**config.mk**
```make
export PLATFORM = sky130hd
export DESIGN_NAME = multi_key_priority_queue_unit_flat
export DESIGN_NICKNAME = d
export VERILOG_FILES = /design/src/hdl/mkpq_pkg.sv /design/src/hdl/mkpq_req_if.sv /design/src/hdl/mkpq_rsp_if.sv /design/src/hdl/mkpq_ram.sv /design/src/hdl/multi_key_priority_queue_unit.sv /design/src/flat_wrapper.sv
export VERILOG_INCLUDE_DIRS = /design/src /design/src/hdl
export SDC_FILE = /design/constraint.sdc
export NUM_CORES = 1
export LEC_CHECK = 0
export ABC_CLOCK_PERIOD_IN_PS = 5600
export BUFFER_PORTS_ARGS = -buffer_cell sky130_fd_sc_hd__buf_4
export CORE_UTILIZATION = 45
export DETAILED_ROUTE_END_ITERATION = 6
export GPL_TIMING_DRIVEN = 0
export PLACE_DENSITY = 0.67
export SLEW_MARGIN = 20
export SYNTH_ARGS = -nofsm -noshare
export SYNTH_HDL_FRONTEND = slang
export SYNTH_SLANG_ARGS = --single-unit
export TNS_END_PERCENT = 30
```
**constraint.sdc**
```tcl
create_clock -name clk -period 5.6 [get_ports clk]
set_input_delay 1.68 -clock clk [delete_from_list [all_inputs] [get_ports clk]]
set_output_delay 1.68 -clock clk [all_outputs]
set_load 0.05 [all_outputs]
```
**src/hdl/multi_key_priority_queue_unit_defines.svh**
```systemverilog
// Assertion macros shared by the queue RTL.
`ifndef MULTI_KEY_PRIORITY_QUEUE_UNIT_DEFINES_SVH
`define MULTI_KEY_PRIORITY_QUEUE_UNIT_DEFINES_SVH

// The consequent must hold in the same cycle as the antecedent.
`define MKPQ_ASSERT_SAME(label, clk, rst_n, ante, cons, msg) \
	label: assert property (@(posedge clk) disable iff (!rst_n) (ante) |-> (cons)) \
		else $error(msg);

// The consequent must hold in the cycle after the antecedent.
`define MKPQ_ASSERT_NEXT(label, clk, rst_n, ante, cons, msg) \
	label: assert property (@(posedge clk) disable iff (!rst_n) (ante) |=> (cons)) \
		else $error(msg);

`endif

```
**src/hdl/mkpq_pkg.sv**
```systemverilog
package mkpq_pkg;

	localparam int QUEUE_DEPTH_DEF = 16;
	localparam int ENTRY_W = 48;

	typedef enum logic [1:0] {
		OP_PUSH   = 2'd0,
		OP_POP    = 2'd1,
		OP_REMOVE = 2'd2,
		OP_NOP    = 2'd3
	} opcode_t;

	typedef enum logic [1:0] {
		ST_OK        = 2'd0,
		ST_FULL      = 2'd1,
		ST_EMPTY     = 2'd2,
		ST_NOT_FOUND = 2'd3
	} status_t;

	typedef struct packed {
		logic [7:0]  prio;
		logic [15:0] arrival;
		logic [15:0] service;
		logic [7:0]  id;
	} entry_t;

	// Higher priority, then earlier arrival, then shorter service, then smaller id.
	function automatic logic goes_before(entry_t a, entry_t b);
		return {a.prio, ~a.arrival, ~a.service, ~a.id} >
			{b.prio, ~b.arrival, ~b.service, ~b.id};
	endfunction

endpackage

```
**src/hdl/mkpq_req_if.sv**
```systemverilog
interface mkpq_req_if;
	logic        valid;
	logic        ready;
	logic [1:0]  opcode;
	logic [7:0]  item_id;
	logic [15:0] arrival_time;
	logic [15:0] service_time;
	logic [7:0]  priority_req;

	modport source (
		output valid, opcode, item_id, arrival_time, service_time, priority_req,
		input  ready
	);
	modport sink (
		input  valid, opcode, item_id, arrival_time, service_time, priority_req,
		output ready
	);
endinterface

```
**src/hdl/mkpq_rsp_if.sv**
```systemverilog
interface mkpq_rsp_if;
	logic        valid;
	logic        ready;
	logic [1:0]  status;
	logic [7:0]  head_id;
	logic [15:0] head_arrival;
	logic [15:0] head_service;
	logic [7:0]  head_priority;
	logic [4:0]  occupancy;

	modport source (
		output valid, status, head_id, head_arrival, head_service, head_priority,
			occupancy,
		input  ready
	);
	modport sink (
		input  valid, status, head_id, head_arrival, head_service, head_priority,
			occupancy,
		output ready
	);
endinterface

```
**src/hdl/mkpq_ram.sv**
```systemverilog
module mkpq_ram #(
	parameter int WIDTH = 8,
	parameter int DEPTH = 16
) (
	input  logic                     clk,
	input  logic                     we,
	input  logic [$clog2(DEPTH)-1:0] waddr,
	input  logic [WIDTH-1:0]         wdata,
	input  logic [$clog2(DEPTH)-1:0] raddr,
	output logic [WIDTH-1:0]         rdata
);

	logic [WIDTH-1:0] mem [DEPTH];

	always_ff @(posedge clk) begin
		if (we) begin
			mem[waddr] <= wdata;
		end
		rdata <= mem[raddr];
	end

endmodule

```
**src/hdl/multi_key_priority_queue_unit.sv**
```systemverilog
// Channel  Modport  Word
// req      sink     opcode, item_id, arrival_time, service_time, priority_req
// rsp      source   status, head_id, head_arrival, head_service, head_priority, occupancy
//
// A push, pop or remove walks the entry RAM through its single read port, one entry at a time.
// Push visits the entries behind the insertion point, from the tail towards the head, and
// shifts each one back; pop and remove visit every occupied entry; a dropped push,
// an empty pop or opcode 3 visit none and go straight to the reply.
// The request side is not ready while an operation is in progress.
// A result waits in the output register, so the next request is taken while it is stalled.
// Reset clears the occupancy; the entry RAM needs no clearing.
module multi_key_priority_queue_unit
	import mkpq_pkg::*;
#(
	parameter int QUEUE_DEPTH = QUEUE_DEPTH_DEF
) (
	input  logic             clk,
	input  logic             arst_n,
	mkpq_req_if.sink         req,
	mkpq_rsp_if.source       rsp
);

`include "multi_key_priority_queue_unit_defines.svh"

	localparam int IDX_W = $clog2(QUEUE_DEPTH);
	localparam int CNT_W = $clog2(QUEUE_DEPTH + 1);
	localparam logic [CNT_W-1:0] DEPTH_C = CNT_W'(QUEUE_DEPTH);

	typedef enum logic [1:0] {
		S_IDLE,
		S_RD,
		S_EV,
		S_DONE
	} state_t;

	state_t           state_q;
	opcode_t          op_q;
	entry_t           new_q;
	entry_t           head_q;
	status_t          status_q;
	logic             found_q;
	logic [CNT_W-1:0] p_q;
	logic [CNT_W-1:0] count_q;

	logic             out_valid_q;
	status_t          out_status_q;
	entry_t           out_head_q;
	logic [4:0]       out_occ_q;

	logic [CNT_W-1:0] p_dec;
	logic [IDX_W-1:0] rd_idx;
	logic             we;
	logic [IDX_W-1:0] waddr;
	entry_t           wdata;
	logic [ENTRY_W-1:0] rdata;
	entry_t           rd_entry;
	logic             new_first;
	logic             match;

	assign p_dec     = p_q - CNT_W'(1);
	assign rd_idx    = (op_q == OP_PUSH) ? p_dec[IDX_W-1:0] : p_q[IDX_W-1:0];
	assign rd_entry  = entry_t'(rdata);
	assign new_first = goes_before(new_q, rd_entry);
	assign match     = (op_q == OP_POP) ? (p_q == '0) : (rd_entry.id == new_q.id);

	always_comb begin
		we    = 1'b0;
		waddr = p_q[IDX_W-1:0];
		wdata = new_q;
		case (state_q)
			S_RD: begin
				if (op_q == OP_PUSH && p_q == '0) begin
					we = 1'b1;
				end
			end
			S_EV: begin
				if (op_q == OP_PUSH) begin
					we    = 1'b1;
					wdata = new_first ? rd_entry : new_q;
				end else begin
					we    = found_q;
					waddr = p_dec[IDX_W-1:0];
					wdata = rd_entry;
				end
			end
			default: begin
				we = 1'b0;
			end
		endcase
	end

	mkpq_ram #(
		.WIDTH (ENTRY_W),
		.DEPTH (QUEUE_DEPTH)
	) u_ram (
		.clk   (clk),
		.we    (we),
		.waddr (waddr),
		.wdata (ENTRY_W'(wdata)),
		.raddr (rd_idx),
		.rdata (rdata)
	);

	assign req.ready = (state_q == S_IDLE);

	always_ff @(posedge clk or negedge arst_n) begin
		if (!arst_n) begin
			state_q      <= S_IDLE;
			op_q         <= OP_NOP;
			new_q        <= '0;
			head_q       <= '0;
			status_q     <= ST_OK;
			found_q      <= 1'b0;
			p_q          <= '0;
			count_q      <= '0;
			out_valid_q  <= 1'b0;
			out_status_q <= ST_OK;
			out_head_q   <= '0;
			out_occ_q    <= '0;
		end else begin
			if (rsp.ready && state_q != S_DONE) begin
				out_valid_q <= 1'b0;
			end
			case (state_q)
				S_IDLE: begin
					if (req.valid) begin
						op_q          <= opcode_t'(req.opcode);
						new_q.prio    <= req.priority_req;
						new_q.arrival <= req.arrival_time;
						new_q.service <= req.service_time;
						new_q.id      <= req.item_id;
						head_q        <= '0;
						found_q       <= 1'b0;
						status_q      <= ST_OK;
						p_q           <= '0;
						case (opcode_t'(req.opcode))
							OP_PUSH: begin
								if (count_q == DEPTH_C) begin
									status_q <= ST_FULL;
									state_q  <= S_DONE;
								end else begin
									p_q     <= count_q;
									state_q <= S_RD;
								end
							end
							OP_POP: begin
								if (count_q == '0) begin
									status_q <= ST_EMPTY;
									state_q  <= S_DONE;
								end else begin
									state_q <= S_RD;
								end
							end
							OP_REMOVE: begin
								state_q <= S_RD;
							end
							default: begin
								state_q <= S_DONE;
							end
						endcase
					end
				end
				S_RD: begin
					if (op_q == OP_PUSH) begin
						if (p_q == '0) begin
							count_q <= count_q + CNT_W'(1);
							state_q <= S_DONE;
						end else begin
							state_q <= S_EV;
						end
					end else if (p_q == count_q) begin
						if (found_q) begin
							count_q <= count_q - CNT_W'(1);
						end else begin
							status_q <= ST_NOT_FOUND;
						end
						state_q <= S_DONE;
					end else begin
						state_q <= S_EV;
					end
				end
				S_EV: begin
					if (op_q == OP_PUSH) begin
						if (new_first) begin
							p_q     <= p_dec;
							state_q <= S_RD;
						end else begin
							count_q <= count_q + CNT_W'(1);
							state_q <= S_DONE;
						end
					end else begin
						if (!found_q && match) begin
							found_q <= 1'b1;
							if (op_q == OP_POP) begin
								head_q <= rd_entry;
							end
						end
						p_q     <= p_q + CNT_W'(1);
						state_q <= S_RD;
					end
				end
				S_DONE: begin
					if (!out_valid_q || rsp.ready) begin
						out_valid_q  <= 1'b1;
						out_status_q <= status_q;
						out_head_q   <= head_q;
						out_occ_q    <= 5'(count_q);
						state_q      <= S_IDLE;
					end
				end
				default: begin
					state_q <= S_IDLE;
				end
			endcase
		end
	end

	assign rsp.valid         = out_valid_q;
	assign rsp.status        = out_status_q;
	assign rsp.head_id       = out_head_q.id;
	assign rsp.head_arrival  = out_head_q.arrival;
	assign rsp.head_service  = out_head_q.service;
	assign rsp.head_priority = out_head_q.prio;
	assign rsp.occupancy     = out_occ_q;

	`MKPQ_ASSERT_SAME(a_count_in_range, clk, arst_n, 1'b1, count_q <= DEPTH_C, "occupancy above depth")
	`MKPQ_ASSERT_SAME(a_write_in_walk, clk, arst_n, we, (state_q == S_RD) || (state_q == S_EV), "RAM write outside a walk")
	`MKPQ_ASSERT_SAME(a_full_reply, clk, arst_n, rsp.valid && (rsp.status == ST_FULL), (rsp.occupancy == 5'(DEPTH_C)) && (rsp.head_id == 8'd0), "bad full reply")
	`MKPQ_ASSERT_NEXT(a_busy_after_accept, clk, arst_n, req.valid && req.ready, !req.ready, "request taken twice")

endmodule
```
**src/flat_wrapper.sv**
```systemverilog
// flat-port wrapper written by rule: the top's interface ports become plain ports
module multi_key_priority_queue_unit_flat import mkpq_pkg::*;
#(
	parameter int QUEUE_DEPTH = QUEUE_DEPTH_DEF
)
  (clk, arst_n, req_valid, req_opcode, req_item_id, req_arrival_time, req_service_time, req_priority_req, req_ready, rsp_valid, rsp_status, rsp_head_id, rsp_head_arrival, rsp_head_service, rsp_head_priority, rsp_occupancy, rsp_ready);
  mkpq_req_if req_i ();
  mkpq_rsp_if rsp_i ();
  input  logic clk;
  input  logic arst_n;
  input wire logic [$bits(req_i.valid)-1:0] req_valid;
  input wire logic [$bits(req_i.opcode)-1:0] req_opcode;
  input wire logic [$bits(req_i.item_id)-1:0] req_item_id;
  input wire logic [$bits(req_i.arrival_time)-1:0] req_arrival_time;
  input wire logic [$bits(req_i.service_time)-1:0] req_service_time;
  input wire logic [$bits(req_i.priority_req)-1:0] req_priority_req;
  output wire logic [$bits(req_i.ready)-1:0] req_ready;
  output wire logic [$bits(rsp_i.valid)-1:0] rsp_valid;
  output wire logic [$bits(rsp_i.status)-1:0] rsp_status;
  output wire logic [$bits(rsp_i.head_id)-1:0] rsp_head_id;
  output wire logic [$bits(rsp_i.head_arrival)-1:0] rsp_head_arrival;
  output wire logic [$bits(rsp_i.head_service)-1:0] rsp_head_service;
  output wire logic [$bits(rsp_i.head_priority)-1:0] rsp_head_priority;
  output wire logic [$bits(rsp_i.occupancy)-1:0] rsp_occupancy;
  input wire logic [$bits(rsp_i.ready)-1:0] rsp_ready;
  assign req_i.valid = req_valid;
  assign req_i.opcode = req_opcode;
  assign req_i.item_id = req_item_id;
  assign req_i.arrival_time = req_arrival_time;
  assign req_i.service_time = req_service_time;
  assign req_i.priority_req = req_priority_req;
  assign req_ready = req_i.ready;
  assign rsp_valid = rsp_i.valid;
  assign rsp_status = rsp_i.status;
  assign rsp_head_id = rsp_i.head_id;
  assign rsp_head_arrival = rsp_i.head_arrival;
  assign rsp_head_service = rsp_i.head_service;
  assign rsp_head_priority = rsp_i.head_priority;
  assign rsp_occupancy = rsp_i.occupancy;
  assign rsp_i.ready = rsp_ready;
  multi_key_priority_queue_unit #(.QUEUE_DEPTH(QUEUE_DEPTH)) u_core (.clk(clk), .arst_n(arst_n), .req(req_i), .rsp(rsp_i));
endmodule
```
==> flow_summary_export.csv <==
group,metric,value,unit
sta,setup_viol,0,
route,first_iter_violations,1986,
yosys,yosysWarnings,0,
pwr,leakagePower,16.2,nW
clock_network,cts_root_buffer,"clkbuf_16",
route,dr.pass1.iters,6,
job,cap_violations,0,
floorplan,coreArea,85300,sq um
clock_network,htree_levels,3,
floorplan,dieHeight,296,microns
sta,finalCriticalPeriod,4420,ps
route,num_vias,20100,
sta,max_slew_margin,13.8,%
clock_network,postCtsSetupBuffers,0,
placement,place_hpwl,64400,microns
route,wl_per_cell,27.9,microns
global_routing,track_usage,22.6,%
floorplan,start_util,45.5,%
yosys,synth-edff-count,768,
cells_and_area,nFillCells,6465,
floorplan,die_x,296,microns
min_path,hp-class,"reg2reg",
yosys,synth-seq-cells,985,
sta,finalMaxSlewViolations,0,
placement,post-place-ws,832,ps
sta,fmax,226,MHz
floorplan,dieArea,87300,sq um
floorplan,ioPinCount,111,
setup_path,crit_path_end_kind,"register",
placement,place_area,42400,sq um
sta,fin_ws,1180,ps
placement,io_buffers,110,
global_routing,grt_pass1_vias,20900,
pwr,cellPowerDensity,660,nW/um^2
status,status,"complete, no violations",
setup_path,cp-start-kind,"register",
yosys,post_synth_inst_count,1982,
cells_and_area,diodes,0,
clock_network,cts_buffers,97,
global_routing,grt_pass1_wl,140000,microns
clock_network,cts_sinks,985,
sta,min_period_over_period,78.9,%
cells_and_area,seq_area,28300,sq um
yosys,synthFlopType,"edfxtp_1",
setup_path,crit_type,"reg2reg",
yosys,syn_nets,2092,
sta,setup_tns,0,ps
sta,rsz0062_at_grt,"false",
route,drc,0,
sta,skew,27.7,ps
setup_path,path_max_fanout,10,
route,vias_per_cell,5.81,
yosys,async_reset_ff_share,17.2,%
route,totalWireLength,96600,microns
clock_network,cts_tree,"yes",
setup_path,reg2reg_depth,8,
global_routing,antenna_found_initial,3,
placement,gp_congestion,0.842,
pwr,ir_drop,363,uV
clock_network,clock_path_buffers,3,
yosys,seq_area_frac_synth,72.9,%
yosys,netlist_area,38800,sq um
route,ant_nets,0,
global_routing,grt_remaining_overflow,0,
sta,report.final.hold_viol_count,0,
global_routing,grt_max_degree,73,
min_path,min_path_cells,2,
yosys,synth.avg_cell_area,19.6,sq um
clock_network,cts_resized,0,
cells_and_area,fin_area,45700,sq um
setup_path,regToRegSetupSlack,1180,ps
cells_and_area,multiInputGateArea,9960,sq um
floorplan,rows,107,
yosys,ys_types,62,
cells_and_area,area_growth,17.8,%
sta,worstMarginPinSlew,1290,ps
cells_and_area,final_layout_size_suffix_gt1_share,33.2,%
clock_network,path_clk_slew,60,ps
setup_path,critPathRequiredTime,6120,ps
setup_path,crit_arrival,4940,ps
clock_network,clk_latency,650,ps
cells_and_area,fin_nets,2353,
clock_network,ctsHoldBuffers,0,
==> flip-flops by register name, indices dropped and copies added (netlist names) <==
name,cells
u_core.rsp.valid,1
u_core.u_ram.rdata,48
u_core.rsp.occupancy,5
u_core.op_q,2
u_core.state_q,2
u_core.head_q,48
u_core.rsp.head_arrival,16
u_core.rsp.head_priority,8
u_core.count_q,5
u_core.u_ram.mem,768
u_core.status_q,2
u_core.found_q,1
u_core.new_q,48
u_core.p_q,5
u_core.rsp.head_id,8
u_core.rsp.status,2
u_core.rsp.head_service,16
==> power breakdown <==
group	internal [W]	total, W	leakage [nW]	switching, W
clock network	0.00388	0.00665	1.60	0.00277
registers	0.0103	0.0111	9.50	0.000780
logic	0.00524	0.0124	5.12	0.00713
==> kinds of logic (layout without fill, tap and decap cells) <==
family                     count (synthesis)  after routing  share of synthesized area [%]
DFF                                      985            985                           72.9
muxes                                    386            386                           18.2
and+or+nand+nor                          271            271                           3.15
buffers and inverters                    156            497                           1.74
AOI/OAI and AO/OA                        113            113                           1.90
adders and majority gates                 56             56                           1.81
xor gates and xnor gates                  15             15                          0.339
==> cell type report <==
cell class                 count  share of cell area (%)
clock buffer                 118                    5.87
sequential                   985                    61.8
buffer                        97                    1.00
clock inverter                61                    1.30
tap                         1144                    3.13
multi-input combinational    841                    21.8
timing repair buffer         162                    4.57
inverter                      59                   0.485
==> per-layer routing <==
metal / wire length (microns) / global-route usage [%] / up-vias
met2: 47600 / 37.2 / 929
met3: 7770 / 4.04 / 155
met5: 0 / 0 / -
li1: - / - / 8434
met1: 38500 / 30.4 / 10600
met4: 2690 / 7.51 / 0
==> path summary, 6_finish.rpt <==
path | end | start
setup / recovery | u_core.u_ram.rdata[35] | u_core.p_q[0]
hold / removal | u_core.head_q[9] | u_core.head_q[9]
setup reg to reg | u_core.u_ram.rdata[35] | u_core.p_q[0]
hold reg to reg | u_core.head_q[9] | u_core.head_q[9]
max in group asynchronous | u_core.new_q[21] | arst_n
min in group asynchronous | u_core.head_q[38] | arst_n
==> layout by cell type (no fill, tap or decap), drive strengths merged, types with 48 or more instances in the layout <==
cell type and n:
buf 215, clkbuf 162, dfrtp 167, dfxtp 48, edfxtp 768, ha 56, inv 65, mux2 143
mux4 240, nand2 142, nand3 50
==> Yosys cell counts, types with 3 or more instances <==
cell type	instances	area share [%]
mux2_2	142	4.1
nor3b_1	3	0.058
ha_1	56	1.8
buf_6	5	0.15
clkbuf_1	42	0.41
nor2_1	26	0.25
a21oi_1	27	0.35
mux2i_1	3	0.077
nand2b_1	6	0.097
edfxtp_1	768	59
nor3_1	11	0.14
nand3_1	50	0.65
nor2b_1	7	0.11
a31oi_1	5	0.081
xnor2_1	11	0.25
buf_1	9	0.087
buf_2	40	0.52
dfxtp_1	48	2.5
o21ai_0	36	0.46
nand4_1	13	0.21
mux4_2	240	14
xor2_1	4	0.090
dfrtp_1	167	11
a21o_1	4	0.077
nand2_1	142	1.4
o31ai_1	11	0.21
inv_1	59	0.57
==> worst max-delay path, stage by stage, from the launching register on <==
cell and delay (ps):
dfrtp_1 480, buf_1 400, inv_1 200, ha_1 420
o21ai_0 600, buf_2 450, buf_1 800, mux4_2 430
mux4_2 490
==> stage by stage <==
stage / total power (W) / utilization (%) / hold slack, ps / cells
floorplan: 0.0196 / - / 435 / 1982
global placement: 0.0231 / 48.1 / 451 / 3236
detailed placement: 0.0237 / 49.7 / 456 / 3288
CTS: 0.0303 / 53.6 / 470 / 3467
global route: 0.0315 / 53.6 / 476 / 3467
finish: 0.0301 / 53.6 / 465 / 3467
Note: power is estimated with default switching activity, not from simulation.
